<file path="config.mk">
export PLATFORM = sky130hd
export DESIGN_NAME = framed_command_to_motor_packet_bridge_unit
export DESIGN_NICKNAME = d
export VERILOG_FILES = /design/src/sv/fcmb_pkg.sv /design/src/sv/framed_command_to_motor_packet_bridge_unit.sv /design/src/sv/fcmb_front.sv /design/src/sv/fcmb_queue.sv /design/src/sv/fcmb_scale.sv /design/src/sv/fcmb_back.sv
export SDC_FILE = /design/constraint.sdc
export NUM_CORES = 2
export LEC_CHECK = 0
export BUFFER_PORTS_ARGS = -buffer_cell sky130_fd_sc_hd__buf_2
export CORE_ASPECT_RATIO = 0.5
export CORE_MARGIN = 2
export CORE_UTILIZATION = 55
export CTS_CLUSTER_DIAMETER = 200
export DETAILED_ROUTE_END_ITERATION = 8
export PLACE_DENSITY = 0.74
export RECOVER_POWER = 50
export SLEW_MARGIN = 30
export SYNTH_ARGS = -nofsm -noshare
export SYNTH_HDL_FRONTEND = slang
export SYNTH_SLANG_ARGS = --single-unit
</file>
<file path="constraint.sdc">
create_clock -name clk -period 17.6 [get_ports clk]
set_input_delay 1.76 -clock clk [delete_from_list [all_inputs] [get_ports clk]]
set_output_delay 1.76 -clock clk [all_outputs]
set_load 0.005 [all_outputs]
</file>
<file path="src/sv/fcmb_pkg.sv">
package fcmb_pkg;

  localparam int FRAME_BYTES  = 14;
  localparam int MOTOR_COUNT  = 3;
  localparam int PACKET_BYTES = 6;
  localparam int QDEPTH       = 2;

  // configuration register indexes
  localparam logic [1:0] REG_HEADER  = 2'd0;
  localparam logic [1:0] REG_TIMEOUT = 2'd1;
  localparam logic [1:0] REG_HOLD    = 2'd2;

  // frame types
  localparam logic [7:0] TYPE_ANGLE = 8'd1;
  localparam logic [7:0] TYPE_CMD4  = 8'd4;
  localparam logic [7:0] TYPE_CMD5  = 8'd5;
  localparam logic [7:0] TYPE_CMD6  = 8'd6;

  // work handed from the front end to the packet engine
  typedef struct packed {
    logic        is_frame;  // a frame is complete and must be decoded
    logic [7:0]  kind;
    logic [95:0] payload;   // frame bytes 2..13, byte 2 in bits 7:0
    logic        ok_led;
    logic        discard_led;
  } fcmb_job_t;

endpackage

</file>
<file path="src/sv/framed_command_to_motor_packet_bridge_unit.sv">
// Bridge from framed command bytes to 6-byte motor packets. Each input beat
// (a received byte or a millisecond tick) gives one or more output beats; the
// last carries out_tx_last. A beat that causes no packet passes through the
// queue and then the output register, and such beats flow one per cycle
// while neither the queue nor the output stalls. A frame that sends packets
// holds the packet engine: a start in the idle state, then for each angle
// packet float scaling (two multiply stages and a rounding register) and six
// byte beats, for each command packet the calc state and six byte beats;
// leading zero-flag motors are stepped over in the calc state. Output stalls
// hold it longer. The front end keeps accepting beats into a two-entry queue.
module framed_command_to_motor_packet_bridge_unit
  import fcmb_pkg::*;
(
  input  logic        clk,
  input  logic        rst_n,
  input  logic        in_valid,
  output logic        in_stall,
  input  logic        in_command,
  input  logic [7:0]  in_rx_byte,
  output logic        out_valid,
  input  logic        out_stall,
  output logic        out_tx_valid,
  output logic [7:0]  out_tx_byte,
  output logic        out_tx_last,
  output logic        out_ok_led,
  output logic        out_discard_led,
  input  logic        cfg_valid,
  output logic        cfg_ready,
  input  logic [1:0]  cfg_index,
  input  logic [15:0] cfg_data
);

  logic      fq_valid, fq_ready, qb_valid, qb_ready;
  fcmb_job_t fq_job, qb_job;

  fcmb_front u_front (
    .clk(clk), .rst_n(rst_n), .in_valid(in_valid), .in_stall(in_stall),
    .in_command(in_command), .in_rx_byte(in_rx_byte), .cfg_valid(cfg_valid),
    .cfg_ready(cfg_ready), .cfg_index(cfg_index), .cfg_data(cfg_data),
    .job_valid(fq_valid), .job_ready(fq_ready), .job(fq_job)
  );

  fcmb_queue u_queue (
    .clk(clk), .rst_n(rst_n), .wr_valid(fq_valid), .wr_ready(fq_ready),
    .wr_job(fq_job), .rd_valid(qb_valid), .rd_ready(qb_ready), .rd_job(qb_job)
  );

  fcmb_back u_back (
    .clk(clk), .rst_n(rst_n), .job_valid(qb_valid), .job_ready(qb_ready),
    .job(qb_job), .out_valid(out_valid), .out_stall(out_stall),
    .out_tx_valid(out_tx_valid), .out_tx_byte(out_tx_byte),
    .out_tx_last(out_tx_last), .out_ok_led(out_ok_led),
    .out_discard_led(out_discard_led)
  );

`ifndef SYNTH
  a_noinvalid_byte: assert property (@(posedge clk) disable iff (!rst_n)
    out_valid && !out_tx_valid |-> out_tx_byte == 8'd0 && out_tx_last)
    else $error("idle beat carries data");
  a_hold_out: assert property (@(posedge clk) disable iff (!rst_n)
    out_valid && out_stall |=> out_valid && $stable(out_tx_byte))
    else $error("stalled beat changed");
  a_cfg_ready: assert property (@(posedge clk) disable iff (!rst_n)
    cfg_ready) else $error("config port not ready");
`endif

endmodule

</file>
<file path="src/sv/fcmb_front.sv">
module fcmb_front
  import fcmb_pkg::*;
(
  input  logic        clk,
  input  logic        rst_n,
  input  logic        in_valid,
  output logic        in_stall,
  input  logic        in_command,
  input  logic [7:0]  in_rx_byte,
  input  logic        cfg_valid,
  output logic        cfg_ready,
  input  logic [1:0]  cfg_index,
  input  logic [15:0] cfg_data,
  output logic        job_valid,
  input  logic        job_ready,
  output fcmb_job_t   job
);

  logic [7:0]  header_r, timeout_r;
  logic [15:0] hold_r;
  logic [3:0]  pos_r, pos_nxt;
  logic [7:0]  idle_r, idle_nxt, idle_inc;
  logic [15:0] okh_r, okh_nxt, dsh_r, dsh_nxt;
  logic [7:0]  store_r [FRAME_BYTES-1];
  logic        acc;
  logic        done;
  fcmb_job_t   job_nxt;

  assign cfg_ready = 1'b1;
  assign in_stall  = !job_ready;
  assign acc       = in_valid && job_ready;
  assign job_valid = acc;
  assign idle_inc  = (idle_r == 8'hFF) ? idle_r : idle_r + 8'd1;

  // configuration registers
  always_ff @(posedge clk) begin
    if (!rst_n) begin
      header_r  <= 8'hAA;
      timeout_r <= 8'd10;
      hold_r    <= 16'd500;
    end else if (cfg_valid) begin
      if (cfg_index == REG_HEADER)  header_r  <= cfg_data[7:0];
      if (cfg_index == REG_TIMEOUT) timeout_r <= cfg_data[7:0];
      if (cfg_index == REG_HOLD)    hold_r    <= cfg_data;
    end
  end

  // framing state update
  always_comb begin
    pos_nxt  = pos_r;
    idle_nxt = idle_r;
    okh_nxt  = okh_r;
    dsh_nxt  = dsh_r;
    done     = 1'b0;
    if (!in_command) begin
      if (pos_r == 4'd0) begin
        if (in_rx_byte == header_r) begin
          pos_nxt  = 4'd1;
          idle_nxt = 8'd0;
        end else begin
          dsh_nxt = hold_r;
        end
      end else begin
        idle_nxt = 8'd0;
        if (pos_r == 4'(FRAME_BYTES - 1)) begin
          pos_nxt = 4'd0;
          okh_nxt = hold_r;
          done    = 1'b1;
        end else begin
          pos_nxt = pos_r + 4'd1;
        end
      end
    end else begin
      if (okh_r != 16'd0) okh_nxt = okh_r - 16'd1;
      if (dsh_r != 16'd0) dsh_nxt = dsh_r - 16'd1;
      idle_nxt = idle_inc;
      if (pos_r != 4'd0 && idle_inc > timeout_r) begin
        pos_nxt = 4'd0;
        dsh_nxt = hold_r;
      end
    end
  end

  always_comb begin
    job_nxt.is_frame    = done;
    job_nxt.kind        = store_r[0];
    for (int i = 0; i < 11; i++) job_nxt.payload[i*8 +: 8] = store_r[i+1];
    job_nxt.payload[95:88] = in_rx_byte;
    job_nxt.ok_led      = okh_nxt != 16'd0;
    job_nxt.discard_led = dsh_nxt != 16'd0;
  end
  assign job = job_nxt;

  always_ff @(posedge clk) begin
    if (!rst_n) begin
      pos_r  <= 4'd0;
      idle_r <= 8'd0;
      okh_r  <= 16'd0;
      dsh_r  <= 16'd0;
    end else if (acc) begin
      pos_r  <= pos_nxt;
      idle_r <= idle_nxt;
      okh_r  <= okh_nxt;
      dsh_r  <= dsh_nxt;
    end
  end

  // frame byte store, bytes after the header
  always_ff @(posedge clk) begin
    if (acc && !in_command && pos_r != 4'd0)
      store_r[pos_r[3:0] - 4'd1] <= in_rx_byte;
  end

endmodule

</file>
<file path="src/sv/fcmb_queue.sv">
module fcmb_queue
  import fcmb_pkg::*;
(
  input  logic      clk,
  input  logic      rst_n,
  input  logic      wr_valid,
  output logic      wr_ready,
  input  fcmb_job_t wr_job,
  output logic      rd_valid,
  input  logic      rd_ready,
  output fcmb_job_t rd_job
);

  fcmb_job_t  ent_r [QDEPTH];
  logic       wp_r, rp_r;
  logic [1:0] cnt_r;
  logic       wr, rd;

  assign wr_ready = cnt_r != 2'(QDEPTH);
  assign rd_valid = cnt_r != 2'd0;
  assign rd_job   = ent_r[rp_r];
  assign wr       = wr_valid && wr_ready;
  assign rd       = rd_valid && rd_ready;

  always_ff @(posedge clk) begin
    if (wr) ent_r[wp_r] <= wr_job;
  end

  always_ff @(posedge clk) begin
    if (!rst_n) begin
      wp_r  <= 1'b0;
      rp_r  <= 1'b0;
      cnt_r <= 2'd0;
    end else begin
      if (wr) wp_r <= !wp_r;
      if (rd) rp_r <= !rp_r;
      cnt_r <= cnt_r + 2'(wr) - 2'(rd);
    end
  end

endmodule

</file>
<file path="src/sv/fcmb_scale.sv">
module fcmb_scale
  import fcmb_pkg::*;
(
  input  logic        clk,
  input  logic        start,
  input  logic [31:0] ang,
  output logic [31:0] res
);

  // Single float times 0.01745329 (rounded to double), result rounded to
  // double then to single. Stage 1 normalizes and forms the low partial
  // product, stage 2 adds the high partial product, then the rounded word
  // lands in res.
  // double 0.01745329 = 0x3F91DF467707C94D, mantissa with hidden bit
  localparam logic [52:0] KM = {1'b1, 52'h1DF467707C94D};
  localparam int          KEXP = -6;

  logic        s1_sign_r, s1_zero_r, s1_nan_r, s1_inf_r;
  logic [21:0] s1_nanf_r;
  logic signed [10:0] s1_exp_r;
  logic [23:0] s1_mn_r;
  logic [50:0] s1_lo_r;
  logic        s2_sign_r, s2_zero_r, s2_nan_r, s2_inf_r;
  logic [21:0] s2_nanf_r;
  logic signed [10:0] s2_exp_r;
  logic [76:0] s2_prod_r;
  logic [49:0] hi_pp;
  logic [23:0] m;
  logic [7:0]  e;
  logic        sub;
  logic [4:0]  lz;
  logic [23:0] mn;

  // normalize denormal inputs
  always_comb begin
    e   = ang[30:23];
    sub = e == 8'd0;
    m   = {!sub, ang[22:0]};
    lz  = 5'd0;
    for (int i = 0; i < 24; i++) if (m[i]) lz = 5'(23 - i);
    mn = m << lz;
  end

  // stage 1: classify, exponent, low partial product
  always_ff @(posedge clk) begin
    if (start) begin
      s1_sign_r <= ang[31];
      s1_zero_r <= m == 24'd0;
      s1_nan_r  <= e == 8'hFF && ang[22:0] != 23'd0;
      s1_inf_r  <= e == 8'hFF && ang[22:0] == 23'd0;
      s1_nanf_r <= ang[21:0];
      s1_exp_r  <= 11'(signed'({3'b0, e})) - 11'sd127 + 11'(sub) - 11'(lz) + 11'(KEXP);
      s1_mn_r   <= mn;
      s1_lo_r   <= mn * KM[26:0];
    end
  end

  // stage 2: high partial product and sum
  assign hi_pp = s1_mn_r * KM[52:27];

  always_ff @(posedge clk) begin
    s2_sign_r <= s1_sign_r;
    s2_zero_r <= s1_zero_r;
    s2_nan_r  <= s1_nan_r;
    s2_inf_r  <= s1_inf_r;
    s2_nanf_r <= s1_nanf_r;
    s2_exp_r  <= s1_exp_r;
    s2_prod_r <= 77'(s1_lo_r) + {hi_pp, 27'd0};
  end

  logic [76:0] p;
  logic signed [10:0] ex;
  logic [52:0] dm;
  logic        dr;
  logic [53:0] dmr;
  logic [24:0] fmr;
  logic signed [10:0] fe;
  logic [31:0] out_w;
  logic [5:0]  dsh;
  logic [77:0] sv;
  logic        st;

  always_comb begin
    p  = s2_prod_r;
    ex = s2_exp_r;
    if (p[76]) ex = ex + 11'sd1; else p = p << 1;
    // round to double: keep 53 bits
    dm  = p[76:24];
    dr  = p[23] && (p[22:0] != 23'd0 || p[24]);
    dmr = {1'b0, dm} + 54'(dr);
    if (dmr[53]) begin dmr = dmr >> 1; ex = ex + 11'sd1; end
    // round to single (with subnormal handling)
    out_w = 32'd0;
    fmr = 25'd0; fe = ex; dsh = 6'd0; sv = 78'd0; st = 1'b0;
    if (ex >= -11'sd126) begin
      fmr = {1'b0, dmr[52:29]} +
            25'(dmr[28] && (dmr[27:0] != 28'd0 || dmr[29]));
      if (fmr[24]) begin fmr = fmr >> 1; fe = fe + 11'sd1; end
      if (fe > 11'sd127) out_w = {s2_sign_r, 8'hFF, 23'd0};
      else out_w = {s2_sign_r, 8'(fe + 11'sd127), fmr[22:0]};
    end else begin
      dsh = (ex < -11'sd180) ? 6'd55 : 6'(-11'sd126 - ex);
      sv  = {dmr[52:0], 25'd0} >> dsh;
      st  = (dsh >= 6'd50) ? 1'b1 : 1'b0;
      fmr = {1'b0, sv[77:54]} + 25'(sv[53] && (sv[52:0] != 53'd0 || sv[54] ||
            (st && dmr[52:0] != 53'd0 && sv[53:0] == 54'd0)));
      if (fmr[23]) out_w = {s2_sign_r, 8'd1, fmr[22:0]};
      else out_w = {s2_sign_r, 8'd0, fmr[22:0]};
    end
    if (s2_zero_r) out_w = {s2_sign_r, 31'd0};
    if (s2_inf_r)  out_w = {s2_sign_r, 8'hFF, 23'd0};
    // NaN keeps sign and payload, quiet bit set
    if (s2_nan_r)  out_w = {s2_sign_r, 8'hFF, 1'b1, s2_nanf_r};
  end

  always_ff @(posedge clk) res <= out_w;

endmodule

</file>
<file path="src/sv/fcmb_back.sv">
module fcmb_back
  import fcmb_pkg::*;
(
  input  logic      clk,
  input  logic      rst_n,
  input  logic      job_valid,
  output logic      job_ready,
  input  fcmb_job_t job,
  output logic      out_valid,
  input  logic      out_stall,
  output logic      out_tx_valid,
  output logic [7:0] out_tx_byte,
  output logic      out_tx_last,
  output logic      out_ok_led,
  output logic      out_discard_led
);

  localparam logic [2:0] ST_IDLE = 3'd0;
  localparam logic [2:0] ST_CALC = 3'd1;
  localparam logic [2:0] ST_SEND = 3'd2;

  logic [2:0]  st_r;
  logic [1:0]  mot_r;
  logic [2:0]  byt_r;
  logic [1:0]  wait_r;
  logic [31:0] word_r;
  logic [31:0] sres;
  logic        sstart;
  logic [31:0] ang;
  logic        is_ang, is_cmd, flag, more;
  logic        go_pkt;
  logic [1:0]  nxt_m;
  logic        any_after;
  logic [7:0]  b;
  logic        take;

  assign is_ang = job.is_frame && job.kind == TYPE_ANGLE;
  assign is_cmd = job.is_frame && (job.kind == TYPE_CMD4 || job.kind == TYPE_CMD5 ||
                  job.kind == TYPE_CMD6);
  assign ang    = job.payload[mot_r*32 +: 32];

  fcmb_scale u_scale (.clk(clk), .start(sstart), .ang(ang), .res(sres));

  function automatic logic flag_of(fcmb_job_t j, logic [1:0] k);
    flag_of = j.payload[k*32 +: 8] != 8'd0;
  endfunction

  // frame that sends at least one packet
  assign go_pkt = is_ang || (is_cmd && (flag_of(job, 2'd0) || flag_of(job, 2'd1) ||
                  flag_of(job, 2'd2)));

  // is there a packet for a motor after the current one
  always_comb begin
    any_after = 1'b0;
    nxt_m = mot_r;
    for (int k = MOTOR_COUNT - 1; k >= 0; k--) begin
      if (2'(k) > mot_r && (is_ang || flag_of(job, 2'(k)))) begin
        any_after = 1'b1;
        nxt_m = 2'(k);
      end
    end
  end

  assign flag   = is_ang || flag_of(job, mot_r);
  assign more   = any_after;
  assign take   = !out_valid || !out_stall;
  assign sstart = st_r == ST_CALC;

  always_comb begin
    unique case (byt_r)
      3'd0: b = 8'(mot_r) + 8'd1;
      3'd1: b = job.kind;
      3'd2: b = word_r[7:0];
      3'd3: b = word_r[15:8];
      3'd4: b = word_r[23:16];
      default: b = word_r[31:24];
    endcase
  end

  assign job_ready = (st_r == ST_IDLE && take && !go_pkt) ||
                     (st_r == ST_SEND && take && byt_r == 3'd5 && !more);

  always_ff @(posedge clk) begin
    if (!rst_n) begin
      st_r      <= ST_IDLE;
      out_valid <= 1'b0;
      mot_r     <= 2'd0;
      byt_r     <= 3'd0;
      wait_r    <= 2'd0;
    end else begin
      if (take) out_valid <= 1'b0;
      unique case (st_r)
        ST_IDLE: begin
          if (job_valid && take) begin
            if (!go_pkt) begin
              out_valid       <= 1'b1;
              out_tx_valid    <= 1'b0;
              out_tx_byte     <= 8'd0;
              out_tx_last     <= 1'b1;
              out_ok_led      <= job.ok_led;
              out_discard_led <= job.discard_led;
            end else begin
              mot_r  <= 2'd0;
              st_r   <= ST_CALC;
              wait_r <= 2'd0;
            end
          end
        end
        ST_CALC: begin
          if (!flag) begin
            mot_r <= nxt_m;
          end else begin
            wait_r <= wait_r + 2'd1;
            // scaled angle has reached sres once wait_r is 3
            if (wait_r == 2'd3 || !is_ang) begin
              word_r <= is_ang ? sres : 32'd0;
              byt_r  <= 3'd0;
              st_r   <= ST_SEND;
            end
          end
        end
        default: begin
          if (take) begin
            out_valid       <= 1'b1;
            out_tx_valid    <= 1'b1;
            out_tx_byte     <= b;
            out_tx_last     <= byt_r == 3'd5 && !more;
            out_ok_led      <= job.ok_led;
            out_discard_led <= job.discard_led;
            byt_r           <= byt_r + 3'd1;
            if (byt_r == 3'd5) begin
              if (more) begin
                mot_r  <= nxt_m;
                wait_r <= 2'd0;
                st_r   <= ST_CALC;
              end else begin
                st_r <= ST_IDLE;
              end
            end
          end
        end
      endcase
    end
  end

endmodule
</file>
==> results_dict.tcl <==
set metrics [dict create \
    ant_nets 0 \
    synthCells 5741 \
    critPathArrivalTime_ns 14.93 \
    cap_violations 5 \
    synth.avg_cell_area_um2 10.10 \
    synth_seq_cells 701 \
    cp-end-kind "register" \
    worstRegToRegCells 39 \
    synthTopCellsByArea "edfxtp_1, fa_1, ha_1" \
    post-route-period-util 0.8265 \
    drt-wirelength-per-cell_um 22.89 \
    yosys_most_used_dff "edfxtp_1" \
    grt_pass1_vias 43080 \
    synth-seq-area-share 0.3221 \
    area_growth_pct 6.894 \
    antenna_found_initial 1 \
    synth_compound_area_frac 0.1081 \
    layout.area.seq_um2 18680 \
    min_path_type "reg -> reg" \
    grt_overflow 0 \
    synth_top_family_by_area "adder cells" \
    synth_top_area_frac 0.2403 \
    syn_nets 6811 \
    fin_skew_ns 0.06271 \
    start_util 0.5533 \
    max_freq_ghz 0.06874 \
    coreArea_um2 104800 \
    grt_usage 0.3046 \
    crit_fanout 48 \
    grt_max_degree 69 \
    ys_types 111 \
    r2r-end "u_back.u_scale.s1_lo_r[50]" \
    cts_hold_buf 0 \
    max-clock-path-buffers 3 \
    hold_end "u_back.u_scale.res[31]" \
    synth_xor_area_frac 0.04765 \
    holdPathStages 0 \
    portBuffers 45 \
    max_stage_delay_ns 1.47 \
    critPathLaunchType "register" \
    clkLatencyLatePin_ns 0.67 \
    place_hpwl_um 129000 \
    cp.required_ns 17.98 \
    die_x_um 463.2 \
    synth_mux_area_frac 0.04193 \
    drive_above_1_share 0.06197 \
    vias_per_cell 6.033 \
    synth-edff-count 464 \
    synth_commonest_cells "inv_1, ha_1, edfxtp_1" \
    dp_slack_ns 3.848 \
    dieArea_um2 108200 \
    outcome "finished, violations left" \
    drt-initial-drc-count 4483 \
    drc 0 \
    fin_tns_setup_ns 0 \
    min_from "u_back.u_scale.s2_sign_r" \
    clock_sinks 701 \
    synth.most_common_cell "inv_1" \
    cts_root_buffer "clkbuf_16" \
    cts_setup_buffers 0 \
    routabilityCongestion 1.059 \
    synth-async-reset-ratio 0 \
    multi_input_area_um2 35480 \
    yosys.area_share.simple 0.1316 \
    violations "max-capacitance violations, max-slew violations" \
    final_hold_viol_count 0 \
    route.vias.total 43430 \
    cp_slowest_cell "dfxtp_1" \
    worst-slew-pin-transition_ns 3.750 \
    crit_top_cell "inv_1" \
    holdWs_ns 0.3271 \
    cts-htree-levels 3 \
    crit_type "reg -> reg" \
    synthAdderAreaFrac 0.2810 \
    grt_pass1_wl_um 255200 \
    dieHeight_um 233.6 \
    grt_setup_unrepaired "no" \
    nets 6794 \
    netlist_area_um2 57980 \
    cts_tree "yes" \
    period_minus_slack_ns 14.55 \
    synth_top_cell_by_area "edfxtp_1" \
    path_clk_slew_ns 0.06 \
    yosysWarnings 0 \
    fillers 8752 \
    reg2reg_slack_ns 3.05 \
    maxSlewViolCount 265 \
    setup_slack_ns 3.053 \
    setup_viol 0 \
    rows 84 \
    dr.pass1.iters 7 \
    max_slew_margin -1.500 \
    numCtsBuffers 67 \
    cts_resized 0 \
    io_pins 47 \
    wl_um 164800 \
]
==> worst max-delay path by stage <==
stage / end / slack, ns / cells after the start
2_1_floorplan: u_back.u_scale.s1_lo_r[50] / 4.78 / 50
3_3_place_gp: u_back.u_scale.s1_lo_r[50] / 3.94 / 43
3_5_place_dp: u_back.u_scale.s1_lo_r[50] / 3.85 / 43
4_1_cts: u_back.u_scale.s1_lo_r[50] / 3.79 / 43
5_1_grt: u_back.u_scale.s1_lo_r[50] / 2.32 / 37
6_report: u_back.u_scale.s1_lo_r[50] / 3.05 / 39
==> stage by stage <==
stage,utilization,instance area (um^2),std cells
3_3_place_gp,0.5689,59610,7073
5_1_grt,0.5914,61970,7196
3_5_place_dp,0.5693,59660,7074
2_1_floorplan,-,57980,5741
4_1_cts,0.5917,62010,7196
6_report,0.5915,61980,7198
==> worst max-delay path: cells and delay by family (launching register included) <==
family | cells | cell delay, ns
AO/OA/AOI/OAI | 14 | 3.99
XOR/XNOR | 1 | 0.08
adder cells (fa/ha/maj) | 8 | 3.69
buffers and inverters | 8 | 2.10
flip-flops | 1 | 1.47
multiplexers | 1 | 0.59
AND/OR/NAND/NOR | 7 | 2.25
==> cell usage in the layout, fill, tap and decap left out, types with 26 or more instances in the layout <==
| cell | netlist | final |
|---|---|---|
| fa_1 | 440 | 440 |
| o21ai_0 | 176 | 175 |
| buf_2 | 31 | 33 |
| xnor2_1 | 205 | 204 |
| inv_1 | 832 | 833 |
| dfxtp_1 | 237 | 234 |
| nor4_1 | 59 | 55 |
| nand2b_1 | 28 | 28 |
| o21a_1 | 35 | 35 |
| buf_4 | 8 | 43 |
| nand2_1 | 385 | 383 |
| xor2_1 | 99 | 99 |
| nor3_1 | 113 | 109 |
| a21oi_1 | 285 | 285 |
| clkbuf_16 | 0 | 69 |
| a22oi_1 | 26 | 26 |
| nand4_1 | 93 | 93 |
| a31oi_1 | 51 | 50 |
| o211ai_1 | 28 | 28 |
| mux2i_1 | 127 | 127 |
| mux4_2 | 32 | 32 |
| or3_1 | 36 | 36 |
| clkbuf_1 | 108 | 29 |
| nor2b_1 | 40 | 39 |
| edfxtp_1 | 464 | 464 |
| nand3_1 | 137 | 137 |
| ha_1 | 598 | 598 |
| a21o_1 | 63 | 63 |
| a211oi_1 | 40 | 40 |
| nor2_1 | 400 | 395 |
| mux2_2 | 39 | 33 |
| or2_2 | 26 | 26 |
| and2_1 | 66 | 52 |
==> cell families (layout without fill, tap and decap cells) <==
family | Yosys count | in the layout
compound gates | 960 | 960
xor+xnor | 308 | 308
other cells | 1 | 3
fa+ha+maj | 1038 | 1038
flops | 701 | 701
simple gates | 1521 | 1521
buf+inv | 1014 | 1050
mux | 198 | 198
==> final cells by class <==
type / instances / share of cell area
diodes: 2 / 0.00008075
clock buffers: 86 / 0.02970
clock inverters: 36 / 0.008176
inverters: 835 / 0.05057
multi-input cells: 4026 / 0.5725
flip-flops and latches: 701 / 0.3015
well taps: 1419 / 0.02865
repair buffers: 93 / 0.008903
==> per-layer routing <==
metal | global-route usage | routed length (um)
met1 | 0.4250 | 71550
met2 | 0.4856 | 74630
met3 | 0.06380 | 14390
met4 | 0.07680 | 4194
met5 | 0 | 0
==> registers in the layout, summed over array words and instances, names as in the netlist, 22 cells and up, named ones only <==
register	count
u_queue.ent_r	214
u_front.store_r	96
u_back.u_scale.s2_prod_r	77
u_back.u_scale.s1_lo_r	49
u_back.u_scale.res	32
u_back.word_r	32
u_back.u_scale.s1_mn_r	24
u_back.u_scale.s1_nanf_r	22
u_back.u_scale.s2_nanf_r	22
Power is left out: the tool's default activity adds up to more than one toggle a clock period on the data nets, which glitch-free logic cannot reach.
